==> config.mk <==
export PLATFORM = sky130hd
export DESIGN_NAME = huber_loss_mean
export DESIGN_NICKNAME = d
export VERILOG_FILES = /design/src/rtl/core/hlm_pkg.sv /design/src/rtl/core/hlm_front.sv /design/src/rtl/core/hlm_queue.sv /design/src/rtl/core/hlm_divider.sv /design/src/rtl/core/huber_loss_mean.sv
export SDC_FILE = /design/constraint.sdc
export NUM_CORES = 2
export LEC_CHECK = 0
export BUFFER_PORTS_ARGS = -buffer_cell sky130_fd_sc_hd__buf_2
export CORE_MARGIN = 3
export CORE_UTILIZATION = 60
export CTS_CLUSTER_SIZE = 8
export DETAILED_ROUTE_END_ITERATION = 16
export PLACE_DENSITY = 0.77
export SLEW_MARGIN = 15
export SYNTH_ARGS = -nofsm -noshare
export SYNTH_HDL_FRONTEND = slang
export SYNTH_SLANG_ARGS = --single-unit
==> constraint.sdc <==
create_clock -name clk -period 16.85 [get_ports clk]
set_clock_uncertainty 0.1 [all_clocks]
set_input_delay 5.055 -clock clk [delete_from_list [all_inputs] [get_ports clk]]
set_output_delay 5.055 -clock clk [all_outputs]
set_load 0.01 [all_outputs]
==> src/rtl/core/hlm_pkg.sv <==
// hlm_pkg: widths, limits and shared types of the mean Huber loss block.
// No dependencies; the front end, divider and top level refer to it by scoped names.
`timescale 1ns / 1ps
`default_nettype none
package hlm_pkg;

  localparam int DATA_W   = 16;  // prediction / target, signed Q8.8
  localparam int DELTA_W  = 15;  // Huber threshold, unsigned Q7.8
  localparam int ERR_W    = 17;  // prediction - target
  localparam int ABS_W    = 16;  // |error| never exceeds 65535
  localparam int OPB_W    = 17;  // second multiplier operand
  localparam int PROD_W   = 33;  // ABS_W x OPB_W
  localparam int TERM_W   = 32;  // product halved
  localparam int SUM_W    = 50;  // running loss sum
  localparam int MEAN_W   = 31;  // mean loss, unsigned Q15.16
  localparam int ICOUNT_W = 17;  // item count field on the result
  localparam int STEP_W   = 6;   // divider step counter, holds SUM_W

  localparam logic [DELTA_W-1:0] DELTA_RESET = 15'd256;  // 1.0
  localparam logic [SUM_W-1:0]   SUM_MAX     = {SUM_W{1'b1}};
  localparam logic [MEAN_W-1:0]  MEAN_MAX    = {MEAN_W{1'b1}};

  typedef logic signed [DATA_W-1:0] sample_t;
  typedef logic [DELTA_W-1:0]       delta_t;
  typedef logic [SUM_W-1:0]         sum_t;
  typedef logic [MEAN_W-1:0]        mean_t;

endpackage
`default_nettype wire

==> src/rtl/core/hlm_front.sv <==
// hlm_front: accepts pairs, forms the Huber term and accumulates sets.
// Four stages: error, operand select, multiply, accumulate. Uses hlm_pkg.
`timescale 1ns / 1ps
`default_nettype none
module hlm_front #(
  parameter int unsigned MAX_ITEMS = 65536,
  parameter int CNT_W = 17
) (
  input  wire                    clk,
  input  wire                    rst,
  input  hlm_pkg::delta_t        delta,
  input  wire                    in_valid,
  output logic                   in_ready,
  input  hlm_pkg::sample_t       prediction,
  input  hlm_pkg::sample_t       target,
  input  wire                    last,
  output logic                   set_valid,
  input  wire                    set_ready,
  output hlm_pkg::sum_t          set_sum,
  output logic [CNT_W-1:0]       set_count,
  output logic                   set_ovf
);

  localparam logic [CNT_W-1:0] MAX_CNT = CNT_W'(MAX_ITEMS);

  // stage registers
  logic                                  v1, l1;
  logic signed [hlm_pkg::ERR_W-1:0]      e1;
  logic                                  v2, l2;
  logic [hlm_pkg::ABS_W-1:0]             a2;
  logic [hlm_pkg::OPB_W-1:0]             b2;
  logic                                  v3, l3;
  logic [hlm_pkg::PROD_W-1:0]            prod3;

  // accumulator
  hlm_pkg::sum_t      sum, sum_next;
  logic [CNT_W-1:0]   count, count_next;
  logic               ovf, ovf_next;

  logic                                  en, fire, keep;
  logic signed [hlm_pkg::ERR_W-1:0]      e_neg;
  logic [hlm_pkg::ABS_W-1:0]             ae;
  logic                                  quad;
  logic [hlm_pkg::TERM_W-1:0]            term;
  logic [hlm_pkg::SUM_W:0]               sum_add;

  // whole pipeline holds while a finished set waits for queue space
  assign en       = !(v3 && l3 && !set_ready);
  assign in_ready = en;
  assign fire     = v3 && en;

  // absolute error and branch select
  always_comb begin
    e_neg = -e1;
    ae    = e1[hlm_pkg::ERR_W-1] ? e_neg[hlm_pkg::ABS_W-1:0] : e1[hlm_pkg::ABS_W-1:0];
    quad  = {1'b0, ae} <= {2'b00, delta};
  end

  // term and saturating accumulate
  always_comb begin
    term       = prod3[hlm_pkg::PROD_W-1:1];
    keep       = count < MAX_CNT;
    sum_add    = {1'b0, sum} + (hlm_pkg::SUM_W+1)'(term);
    sum_next   = sum;
    count_next = count;
    ovf_next   = ovf;
    if (keep) begin
      sum_next   = sum_add[hlm_pkg::SUM_W] ? hlm_pkg::SUM_MAX : sum_add[hlm_pkg::SUM_W-1:0];
      count_next = count + 1'b1;
    end else begin
      ovf_next = 1'b1;
    end
  end

  assign set_valid = fire && l3;
  assign set_sum   = sum_next;
  assign set_count = count_next;
  assign set_ovf   = ovf_next;

  // control
  always_ff @(posedge clk) begin
    if (rst) begin
      v1    <= 1'b0;
      v2    <= 1'b0;
      v3    <= 1'b0;
      sum   <= '0;
      count <= '0;
      ovf   <= 1'b0;
    end else if (en) begin
      v1 <= in_valid;
      v2 <= v1;
      v3 <= v2;
      if (fire) begin
        if (l3) begin
          sum   <= '0;
          count <= '0;
          ovf   <= 1'b0;
        end else begin
          sum   <= sum_next;
          count <= count_next;
          ovf   <= ovf_next;
        end
      end
    end
  end

  // payload
  always_ff @(posedge clk) begin
    if (en) begin
      e1 <= {prediction[hlm_pkg::DATA_W-1], prediction} - {target[hlm_pkg::DATA_W-1], target};
      l1 <= last;
      // quadratic: ae*ae, linear: delta*(2ae - delta)
      if (quad) begin
        a2 <= ae;
        b2 <= {1'b0, ae};
      end else begin
        a2 <= {1'b0, delta};
        b2 <= {ae, 1'b0} - {2'b00, delta};
      end
      l2    <= l1;
      prod3 <= a2 * b2;
      l3    <= l2;
    end
  end

endmodule
`default_nettype wire

==> src/rtl/core/hlm_queue.sv <==
// hlm_queue: two-entry queue of finished sets between front and divider.
// Payload is an opaque vector; no package items needed beyond the net setup.
`timescale 1ns / 1ps
`default_nettype none
module hlm_queue #(
  parameter int W = 68
) (
  input  wire          clk,
  input  wire          rst,
  input  wire          wr_valid,
  output logic         wr_ready,
  input  wire  [W-1:0] wr_data,
  output logic         rd_valid,
  input  wire          rd_ready,
  output logic [W-1:0] rd_data
);

  logic [W-1:0] mem [2];
  logic         wr_ptr, rd_ptr;
  logic [1:0]   fill;
  logic         push, pop;

  assign wr_ready = fill != 2'd2;
  assign rd_valid = fill != 2'd0;
  assign push     = wr_valid && wr_ready;
  assign pop      = rd_valid && rd_ready;
  assign rd_data  = mem[rd_ptr];

  // pointers and fill level
  always_ff @(posedge clk) begin
    if (rst) begin
      wr_ptr <= 1'b0;
      rd_ptr <= 1'b0;
      fill   <= 2'd0;
    end else begin
      if (push) wr_ptr <= !wr_ptr;
      if (pop)  rd_ptr <= !rd_ptr;
      if (push && !pop)      fill <= fill + 2'd1;
      else if (pop && !push) fill <= fill - 2'd1;
    end
  end

  // storage
  always_ff @(posedge clk) begin
    if (push) mem[wr_ptr] <= wr_data;
  end

endmodule
`default_nettype wire

==> src/rtl/core/hlm_divider.sv <==
// hlm_divider: back end; restoring divide of the set sum by its count,
// one quotient bit per cycle, then saturation into the output register. Uses hlm_pkg.
`timescale 1ns / 1ps
`default_nettype none
module hlm_divider #(
  parameter int CNT_W = 17
) (
  input  wire                                clk,
  input  wire                                rst,
  input  wire                                set_valid,
  output logic                               set_ready,
  input  hlm_pkg::sum_t                      set_sum,
  input  wire  [CNT_W-1:0]                   set_count,
  input  wire                                set_ovf,
  output logic                               out_valid,
  input  wire                                out_ready,
  output hlm_pkg::mean_t                     mean_loss,
  output logic [hlm_pkg::ICOUNT_W-1:0]       item_count,
  output logic                               overflow
);

  localparam logic [1:0] ST_IDLE = 2'd0;
  localparam logic [1:0] ST_RUN  = 2'd1;
  localparam logic [1:0] ST_DONE = 2'd2;
  localparam int CX_W = (CNT_W > hlm_pkg::ICOUNT_W) ? CNT_W : hlm_pkg::ICOUNT_W;

  logic [1:0]                  state;
  logic [hlm_pkg::STEP_W-1:0]  steps;
  hlm_pkg::sum_t               quot;
  logic [CNT_W-1:0]            rem, div;
  logic                        ovf_h;

  logic [CNT_W:0]              rem_sh, rem_sub;
  logic                        ge, load_out;
  hlm_pkg::mean_t              mean_sat;
  logic [CX_W-1:0]             count_x;

  assign set_ready = state == ST_IDLE;
  assign load_out  = (state == ST_DONE) && (!out_valid || out_ready);

  // one restoring step
  always_comb begin
    rem_sh  = {rem, quot[hlm_pkg::SUM_W-1]};
    rem_sub = rem_sh - {1'b0, div};
    ge      = rem_sh >= {1'b0, div};
  end

  // saturate quotient; an empty set reads as zero
  always_comb begin
    count_x = CX_W'(div);
    if (div == '0)
      mean_sat = '0;
    else if (quot[hlm_pkg::SUM_W-1:hlm_pkg::MEAN_W] != '0)
      mean_sat = hlm_pkg::MEAN_MAX;
    else
      mean_sat = quot[hlm_pkg::MEAN_W-1:0];
  end

  // sequencer and output valid
  always_ff @(posedge clk) begin
    if (rst) begin
      state     <= ST_IDLE;
      steps     <= '0;
      out_valid <= 1'b0;
    end else begin
      if (load_out)
        out_valid <= 1'b1;
      else if (out_ready)
        out_valid <= 1'b0;
      unique case (state)
        ST_IDLE: begin
          if (set_valid) begin
            state <= ST_RUN;
            steps <= hlm_pkg::STEP_W'(hlm_pkg::SUM_W);
          end
        end
        ST_RUN: begin
          steps <= steps - 1'b1;
          if (steps == hlm_pkg::STEP_W'(1)) state <= ST_DONE;
        end
        ST_DONE: begin
          if (load_out) state <= ST_IDLE;
        end
        default: state <= ST_IDLE;
      endcase
    end
  end

  // datapath
  always_ff @(posedge clk) begin
    if (state == ST_IDLE && set_valid) begin
      quot  <= set_sum;
      rem   <= '0;
      div   <= set_count;
      ovf_h <= set_ovf;
    end else if (state == ST_RUN) begin
      quot <= {quot[hlm_pkg::SUM_W-2:0], ge};
      rem  <= ge ? rem_sub[CNT_W-1:0] : rem_sh[CNT_W-1:0];
    end
    if (load_out) begin
      mean_loss  <= mean_sat;
      item_count <= count_x[hlm_pkg::ICOUNT_W-1:0];
      overflow   <= ovf_h;
    end
  end

endmodule
`default_nettype wire

==> src/rtl/core/huber_loss_mean.sv <==
// huber_loss_mean: top level; delta register, front end, set queue, divider.
// Depends on hlm_pkg, hlm_front, hlm_queue and hlm_divider.
//
// Mean Huber loss over sets of signed Q8.8 prediction/target pairs. The front
// end takes one pair per clock, unless a finished set waits for queue space,
// and adds its Q16.16 term to the set sum after the error, operand and product
// registers; the pair with tlast closes the set. Each closed set is divided by
// its pair count in a bit-serial divider of 50 steps, busy until its result
// is loaded. Two closed sets can wait in the queue; short sets eventually
// stall input until the divider catches up. Pairs beyond MAX_ITEMS in a set
// are dropped and flagged in tuser. Write delta only while the block is idle.
`timescale 1ns / 1ps
`default_nettype none
module huber_loss_mean #(
  parameter int unsigned MAX_ITEMS = 65536
) (
  input  wire         clk,
  input  wire         rst,
  input  wire         cfg_valid,
  output logic        cfg_ready,
  input  wire  [14:0] cfg_data,       // delta
  input  wire         s_axis_tvalid,
  output logic        s_axis_tready,
  input  wire  [31:0] s_axis_tdata,   // [15:0] prediction, [31:16] target
  input  wire         s_axis_tlast,
  output logic        m_axis_tvalid,
  input  wire         m_axis_tready,
  output logic [47:0] m_axis_tdata,   // [30:0] mean_loss, [47:31] item_count
  output logic [0:0]  m_axis_tuser    // [0] overflow
);

  localparam int CNT_W = $clog2(MAX_ITEMS + 1);
  localparam int SET_W = hlm_pkg::SUM_W + CNT_W + 1;

  hlm_pkg::delta_t  delta;
  logic             f_valid, f_ready, q_valid, q_ready;
  hlm_pkg::sum_t    f_sum, q_sum;
  logic [CNT_W-1:0] f_count, q_count;
  logic             f_ovf, q_ovf;
  logic [SET_W-1:0] q_data;

  hlm_pkg::mean_t                 mean_loss;
  logic [hlm_pkg::ICOUNT_W-1:0]   item_count;
  logic                           overflow;

  // threshold register
  assign cfg_ready = 1'b1;
  always_ff @(posedge clk) begin
    if (rst) begin
      delta <= hlm_pkg::DELTA_RESET;
    end else if (cfg_valid) begin
      delta <= cfg_data;
    end
  end

  hlm_front #(.MAX_ITEMS(MAX_ITEMS), .CNT_W(CNT_W)) u_front (
    .clk        (clk),
    .rst        (rst),
    .delta      (delta),
    .in_valid   (s_axis_tvalid),
    .in_ready   (s_axis_tready),
    .prediction (s_axis_tdata[15:0]),
    .target     (s_axis_tdata[31:16]),
    .last       (s_axis_tlast),
    .set_valid  (f_valid),
    .set_ready  (f_ready),
    .set_sum    (f_sum),
    .set_count  (f_count),
    .set_ovf    (f_ovf)
  );

  hlm_queue #(.W(SET_W)) u_queue (
    .clk      (clk),
    .rst      (rst),
    .wr_valid (f_valid),
    .wr_ready (f_ready),
    .wr_data  ({f_ovf, f_count, f_sum}),
    .rd_valid (q_valid),
    .rd_ready (q_ready),
    .rd_data  (q_data)
  );

  assign q_sum   = q_data[hlm_pkg::SUM_W-1:0];
  assign q_count = q_data[hlm_pkg::SUM_W +: CNT_W];
  assign q_ovf   = q_data[SET_W-1];

  hlm_divider #(.CNT_W(CNT_W)) u_divider (
    .clk        (clk),
    .rst        (rst),
    .set_valid  (q_valid),
    .set_ready  (q_ready),
    .set_sum    (q_sum),
    .set_count  (q_count),
    .set_ovf    (q_ovf),
    .out_valid  (m_axis_tvalid),
    .out_ready  (m_axis_tready),
    .mean_loss  (mean_loss),
    .item_count (item_count),
    .overflow   (overflow)
  );

  assign m_axis_tdata = {item_count, mean_loss};
  assign m_axis_tuser = overflow;

endmodule
`default_nettype wire
After elaboration in Yosys (flattened, before gate mapping)
Memories as Yosys holds them, arrays and structs flattened. A register that Yosys moved wholly into a read port is not among the register bits. Index checks and enable logic that the tools add are counted. Widths: inputs -> output; s select.

Bits in registers: 319. Bits in writable memories: 136. Output and inout port bits: 52. Memories kept: 1.

Add/sub/neg operators: 9. Multiply operators: 1. Magnitude comparators: 3. Eq/ne operators: 7. Mux-type cells: 28. Bitwise operators: 1. Reductions and logical operators: 28.

Memory list: u_queue.mem (depth 2, bits a word 68, rd ports 1, clocked after memory_dff 1, write ports 1, line hlm_queue.sv:18) `logic [W-1:0] mem [2];`.

Operators with widths (count): $mux 50 (5); $add 50x32->51 (1); $mux 17 (3); $mul 16x17->33 (1); $mux 16 (2); $mux 31 (1); $reduce_bool 19->1 (1); $ge 18x17->1 (1); $add 17x1->17 const B (1); $logic_not 17->1 (1); $lt 17x17->1 const B (1); $sub 16x16->17 (1); $sub 17x15->17 (1); $sub 17x17->17 (1); $le 16x15->1 (1); $neg 16->16 (1); $mux 15 (1); $pmux 6 s2 (1); $mux 2 (5); $reduce_bool 2->1 (5); $logic_and 1x1->1 (9); $mux 1 (8); $logic_not 1->1 (7); $eq 6x1->1 const B (1); 14 further kinds (17).

Depth between registers and ports, before layout
Depth in word-level cells: 11. Depth in mapped cells: 24.

By module
Synthesis repeated with hierarchy kept, for this count alone.

Cell total of the unflattened synthesis: 3032. Area, all modules: 31436.4 um^2.

By module, submodules not included: hlm_front (times used 1, cells each 2140, area an instance 19070.8 um^2, sequential area each 3943.8 um^2); hlm_divider (times used 1, cells each 606, area an instance 6597.6 um^2, sequential area each 4033.9 um^2); hlm_queue (times used 1, cells each 236, area an instance 5212.5 um^2, sequential area each 4184.0 um^2); huber_loss_mean (times used 1, cells each 50, area an instance 555.5 um^2, sequential area each 300.3 um^2).

Worst setup path after synthesis
Ideal clock, no wire load.

Kind: input port to flip-flop. Start: input m_axis_tready. End: register u_divider.item_count[0] (netlist bit), enable pin. Data arrival time: 7.381 ns. Data required time: 16.288 ns. Slack: 8.908 ns. Stages on the path: 2. Buffers on the path: 0. Cell sequence: nand2b_1 > nor2b_1.

Longest elaborated chain between the ends: 2.

RTL lines: start, declared (line huber_loss_mean.sv:27) `input wire m_axis_tready,`; $logic_or 1x1->1 (line hlm_divider.sv:39) `assign load_out = (state == ST_DONE) && (!out_valid || out_ready);`; $logic_and 1x1->1 (line hlm_divider.sv:39); named net u_divider.load_out (line hlm_divider.sv:34) `logic ge, load_out;`; end signal, assigned (line hlm_divider.sv:102) `item_count <= count_x[hlm_pkg::ICOUNT_W-1:0];`; end, declared (line hlm_divider.sv:18) `output logic [hlm_pkg::ICOUNT_W-1:0] item_count,`.

The timed path passes the listed nets, and every way through them passes these cells. A chain may end at the register's enable or synchronous reset.

Final worst setup path
Start: register u_front.l3. End: output s_axis_tready.

Longest elaborated chain between the ends: 3.

RTL lines: start, declared (line hlm_front.sv:32) `logic v3, l3;`; start signal, assigned (line hlm_front.sv:122) `l3 <= l2;`; $logic_and 1x1->1 (2 in a row) (line hlm_front.sv:48) `assign en = !(v3 && l3 && !set_ready);`; $logic_not 1->1 (line hlm_front.sv:48); end, declared (line huber_loss_mean.sv:23) `output logic s_axis_tready,`.

Every way passes these cells.

==> results.md <==
* Run status: complete, no violations
* Syn Std Cell Area at ~31000 sq um
* Share of the synthesized netlist area taken by xor and xnor gates at 0.0356
* Crit Reg-Reg Endpoint: u_front.prod3[31]$_DFFE_PN_
* Inserted Clock Buffers at 67
* First element of the critical path: u_front.l3$_DFFE_PN_
* Cells after synthesis at between 2000 and 3000
* Number of nets produced by synthesis at approximately 3400
* Quantity of gates resized following cts at 0
* Die area at around 54000 sq um
* Ratio of cells with drive above 1 in the final layout at 0.0826
* Via total after detailed routing at 22296
* HP Class: flip-flop to flip-flop
* Final hold violation count at 0
* Shortest clock period the worst path allows after layout at about 7.5 ns
* Number of I/O port buffers at 103
* Worst-Skew Late Latency at slightly below 0.6 ns
* Mean area per synthesized cell at approximately 10 sq um
* Met1 layer usage reported by global route at 0.349
* M2 GR Usage at 0.434
* Maximum fanout along the worst path at 39
* Final TNS setup at 0 ns
* Number of antenna repair diodes at 0
* Number of global-route vias before repair at 22475
* Post-route DRC violation count at 0
* Compound-Gate Fraction of Synth Area at 0.126
* Clock Tree Root: sky130_fd_sc_hd__clkbuf_16
* Yosys top cell by area: sky130_fd_sc_hd__edfxtp_1
* Post-synth cell types at 82
* Detailed-route vias per instance at 5.93
* Final worst path period share at 0.446
* Number of max-cap violations at 0
* Maximum number of pins on one net before global-route repair at between 100 and 150
* Startpoint of the worst register-to-register path: u_front.b2[6]$_DFFE_PN_
* Mean routed wirelength per cell at 18.5 um
* Ordered cell list for the critical path: nand3_4, buf_2
* Height of the chip at 233 um
* Arrival time worst endpoint at 2.36 ns
* Fraction of the yosys area taken by sequential cells at 0.402
* Number of nets still failing antenna checks after routing at 0
* EDFF count, synth at 337
* Number of buffers inserted by hold repair at cts at 0
* Max-slew headroom at the worst pin at 0.266
* Kind of start point of the critical path: flip-flop
* Total track usage at 0.261
* Core Box Area at 50600 sq um
* Count of routing violations after the opening detailed-route iteration at approximately 1700
* Number of storage elements in the synthesis netlist at roughly 450
* Grt peak-use layer: met2
* Arithmetic-cell share of the synthesized area counting full adders, half adders and majority gates at 0.219
* TritonCTS Sinks at between 400 and 500
* Global-route wire length before repair at 114 mm
* Setup repair after global routing missed its margin: no
* GR Overflow Total at 0
* TritonCTS clock tree: built
* Final Wtd Congestion at 0.953
* Number of levels the H-tree was split into at 3
* Ys Warns at 0
* Detailed placement HPWL at between 50 and 60 mm
* Dominant synthesized flop cell: sky130_fd_sc_hd__edfxtp_1
* Final wirelength at 69.6 mm
* Combinational family with the most area after synthesis: adder cells
* Share of synthesized area spent on multiplexers at 0.0359
* Row Count at between 80 and 90
* Clock Tree Buf Depth at 3
* R2R cell count at 20
* Initial cell density of the core at 0.613
* Delay contributed by the slowest stage of the critical path at approximately 0.78 ns
* Max stage delay cell, worst path: sky130_fd_sc_hd__edfxtp_1
* Register Area at 12500 sq um
* Clock transition time at the flip-flop clock pins of the worst setup and hold paths at 0.05 ns
* Detailed-routing iteration count for the pre-antenna-repair pass at 6
* Highest Clock Rate at 133 MHz
* Die W at about 230 um
* Post-synthesis simple-gate area fraction at 0.127
* Num ports at about 110
* Worst setup path endpoint: s_axis_tready
* Post-synth top area share at 0.327
* Proportion of synthesized flip-flops having asynchronous set or reset at 0
* Most area-consuming cells after synthesis: sky130_fd_sc_hd__edfxtp_1, sky130_fd_sc_hd__fa_1, sky130_fd_sc_hd__ha_1, sky130_fd_sc_hd__dfxtp_1, sky130_fd_sc_hd__inv_1
* Fraction of met3 tracks used by global routing at 0.0429
* Worst setup path class: flip-flop to output pin
* Number of max-slew violations in the final report at 0
* Critical Path End Type: output pin
* Post-route core utilization at 0.673
* R2R Setup Slk at 9.68 ns
* Initial antenna violation count at 0
* Multi-input gate area at around 17000 sq um
* Worst Max-Slew Pin Slew at roughly 1.1 ns
* Required time reported for the critical path endpoint at approximately 12 ns
* P&R area growth vs syn at 9.84%
* Fill cells at ~3800
* NumNets Final at roughly 3500
* Number of setup buffers added after CTS at 0
* Setup-failing EPs final at 0
-- cells in the final DEF (no fill, tap or decap), types with 24 or more instances in the layout --
cell type | synthesis | routed
sky130_fd_sc_hd__nor3_1 | 30 | 29
sky130_fd_sc_hd__mux2i_1 | 82 | 82
sky130_fd_sc_hd__edfxtp_1 | 337 | 337
sky130_fd_sc_hd__a21oi_1 | 132 | 132
sky130_fd_sc_hd__buf_2 | 7 | 103
sky130_fd_sc_hd__xor2_1 | 34 | 34
sky130_fd_sc_hd__nand4_1 | 24 | 24
sky130_fd_sc_hd__inv_1 | 321 | 320
sky130_fd_sc_hd__clkbuf_1 | 99 | 46
sky130_fd_sc_hd__clkbuf_16 | 0 | 68
sky130_fd_sc_hd__and2_1 | 145 | 144
sky130_fd_sc_hd__a21o_1 | 41 | 41
sky130_fd_sc_hd__o21ai_0 | 140 | 138
sky130_fd_sc_hd__xnor2_1 | 92 | 92
sky130_fd_sc_hd__dfxtp_1 | 117 | 116
sky130_fd_sc_hd__ha_1 | 204 | 204
sky130_fd_sc_hd__mux2_2 | 24 | 24
sky130_fd_sc_hd__nand3_1 | 40 | 39
sky130_fd_sc_hd__nand2_1 | 321 | 321
sky130_fd_sc_hd__nor2_1 | 153 | 152
sky130_fd_sc_hd__fa_1 | 212 | 212
sky130_fd_sc_hd__o21a_1 | 52 | 52
-- worst max-delay path, delay by kind of cell, from the launching register on --
kind | cells | cell delay [ns]
buffers and inverters | 1 | 0.35
and+or+nand+nor | 1 | 0.62
DFF | 1 | 0.78
-- state kept, by name, indices dropped and copies added, names as in the netlist, 6 cells and up, named ones only --
| register | cells |
|---|---|
| u_divider.mean_loss | 31 |
| u_divider.item_count | 17 |
| u_front.a2 | 15 |
| u_divider.count_x | 17 |
| u_front.count | 17 |
| u_front.e1 | 17 |
| u_front.sum | 50 |
| delta | 15 |
| u_front.prod3 | 32 |
| u_divider.rem | 17 |
| u_divider.steps | 6 |
| u_divider.quot | 50 |
| u_queue.mem | 136 |
| u_front.b2 | 17 |
-- stage by stage --
| stage | instances | worst slack (ns) | hold slack [ns] | instance area (sq um) |
|---|---|---|---|---|
| 2_1_floorplan | 2965 | 8.91 | 0.300 | 31000 |
| 3_3_place_gp | 3639 | 9.28 | 0.308 | 32100 |
| 3_5_place_dp | 3639 | 9.19 | 0.316 | 32100 |
| 4_1_cts | 3761 | 9.30 | 0.328 | 34000 |
| 5_1_grt | 3761 | 9.17 | 0.344 | 34000 |
| 6_report | 3761 | 9.33 | 0.323 | 34000 |
-- logic make-up (layout without fill, tap and decap cells) --
group / after synthesis / in the layout
AND/OR/NAND/NOR: 828 / 828
buffers and inverters: 441 / 565
AO/OA/AOI/OAI: 590 / 590
other: 2 / 2
multiplexers: 108 / 108
XOR/XNOR: 126 / 126
flip-flops: 454 / 454
adder cells (fa/ha/maj): 416 / 416
-- per-layer routing --
metal / vias to the layer above / wire, um
met4: 0 / 2150
met2: 842 / 33100
met5: - / 0
met3: 163 / 4620
met1: 10879 / 29700
li1: 10412 / -
-- how the worst min path moves through the flow --
stage / start / end / slack [ns] / depth (start not counted)
final: u_front.l2$_DFFE_PN_ / u_front.l3$_DFFE_PN_ / 0.32 / 0
after global routing: u_front.l2$_DFFE_PN_ / u_front.l3$_DFFE_PN_ / 0.34 / 0
after CTS: u_front.l1$_DFFE_PN_ / u_front.l2$_DFFE_PN_ / 0.33 / 0
after detailed placement: u_front.l2$_DFFE_PN_ / u_front.l3$_DFFE_PN_ / 0.32 / 0
after global placement: u_front.l2$_DFFE_PN_ / u_front.l3$_DFFE_PN_ / 0.31 / 0
after floorplan: u_divider.ovf_h$_DFFE_PP_ / u_divider.overflow$_DFFE_PP_ / 0.30 / 0
-- Yosys cell counts (11+ instances only) --
cell	number
sky130_fd_sc_hd__and2_1	145
sky130_fd_sc_hd__nor3_1	30
sky130_fd_sc_hd__dfxtp_1	117
sky130_fd_sc_hd__nor4_1	15
sky130_fd_sc_hd__a211oi_1	20
sky130_fd_sc_hd__a31oi_1	14
sky130_fd_sc_hd__and3_1	23
sky130_fd_sc_hd__a21o_1	41
sky130_fd_sc_hd__o31ai_1	11
sky130_fd_sc_hd__xor2_1	34
sky130_fd_sc_hd__o21a_1	52
sky130_fd_sc_hd__xnor2_1	92
sky130_fd_sc_hd__nor2_1	153
sky130_fd_sc_hd__nand2b_1	14
sky130_fd_sc_hd__nand3_1	40
sky130_fd_sc_hd__o22a_1	19
sky130_fd_sc_hd__nand4_1	24
sky130_fd_sc_hd__nor2b_1	18
sky130_fd_sc_hd__o21ai_0	140
sky130_fd_sc_hd__o211ai_1	16
sky130_fd_sc_hd__clkbuf_1	99
sky130_fd_sc_hd__ha_1	204
sky130_fd_sc_hd__nand2_1	321
sky130_fd_sc_hd__mux2_2	24
sky130_fd_sc_hd__buf_1	11
sky130_fd_sc_hd__or3_1	14
sky130_fd_sc_hd__fa_1	212
sky130_fd_sc_hd__inv_1	321
sky130_fd_sc_hd__mux2i_1	82
sky130_fd_sc_hd__o21bai_1	14
sky130_fd_sc_hd__a21oi_1	132
sky130_fd_sc_hd__a22o_1	23
sky130_fd_sc_hd__a22oi_1	14
sky130_fd_sc_hd__edfxtp_1	337
-- final cells by class --
class,instances,share of cell area
timing repair buffer,120,0.0189
clock buffer,116,0.0559
sequential,454,0.366
tap,672,0.0247
multi-input combinational,2070,0.497
clock inverter,6,0.00209
inverter,323,0.0356
Power is not shown: default switching activity piles up to over one toggle a cycle in this logic, so the estimate is an artifact.
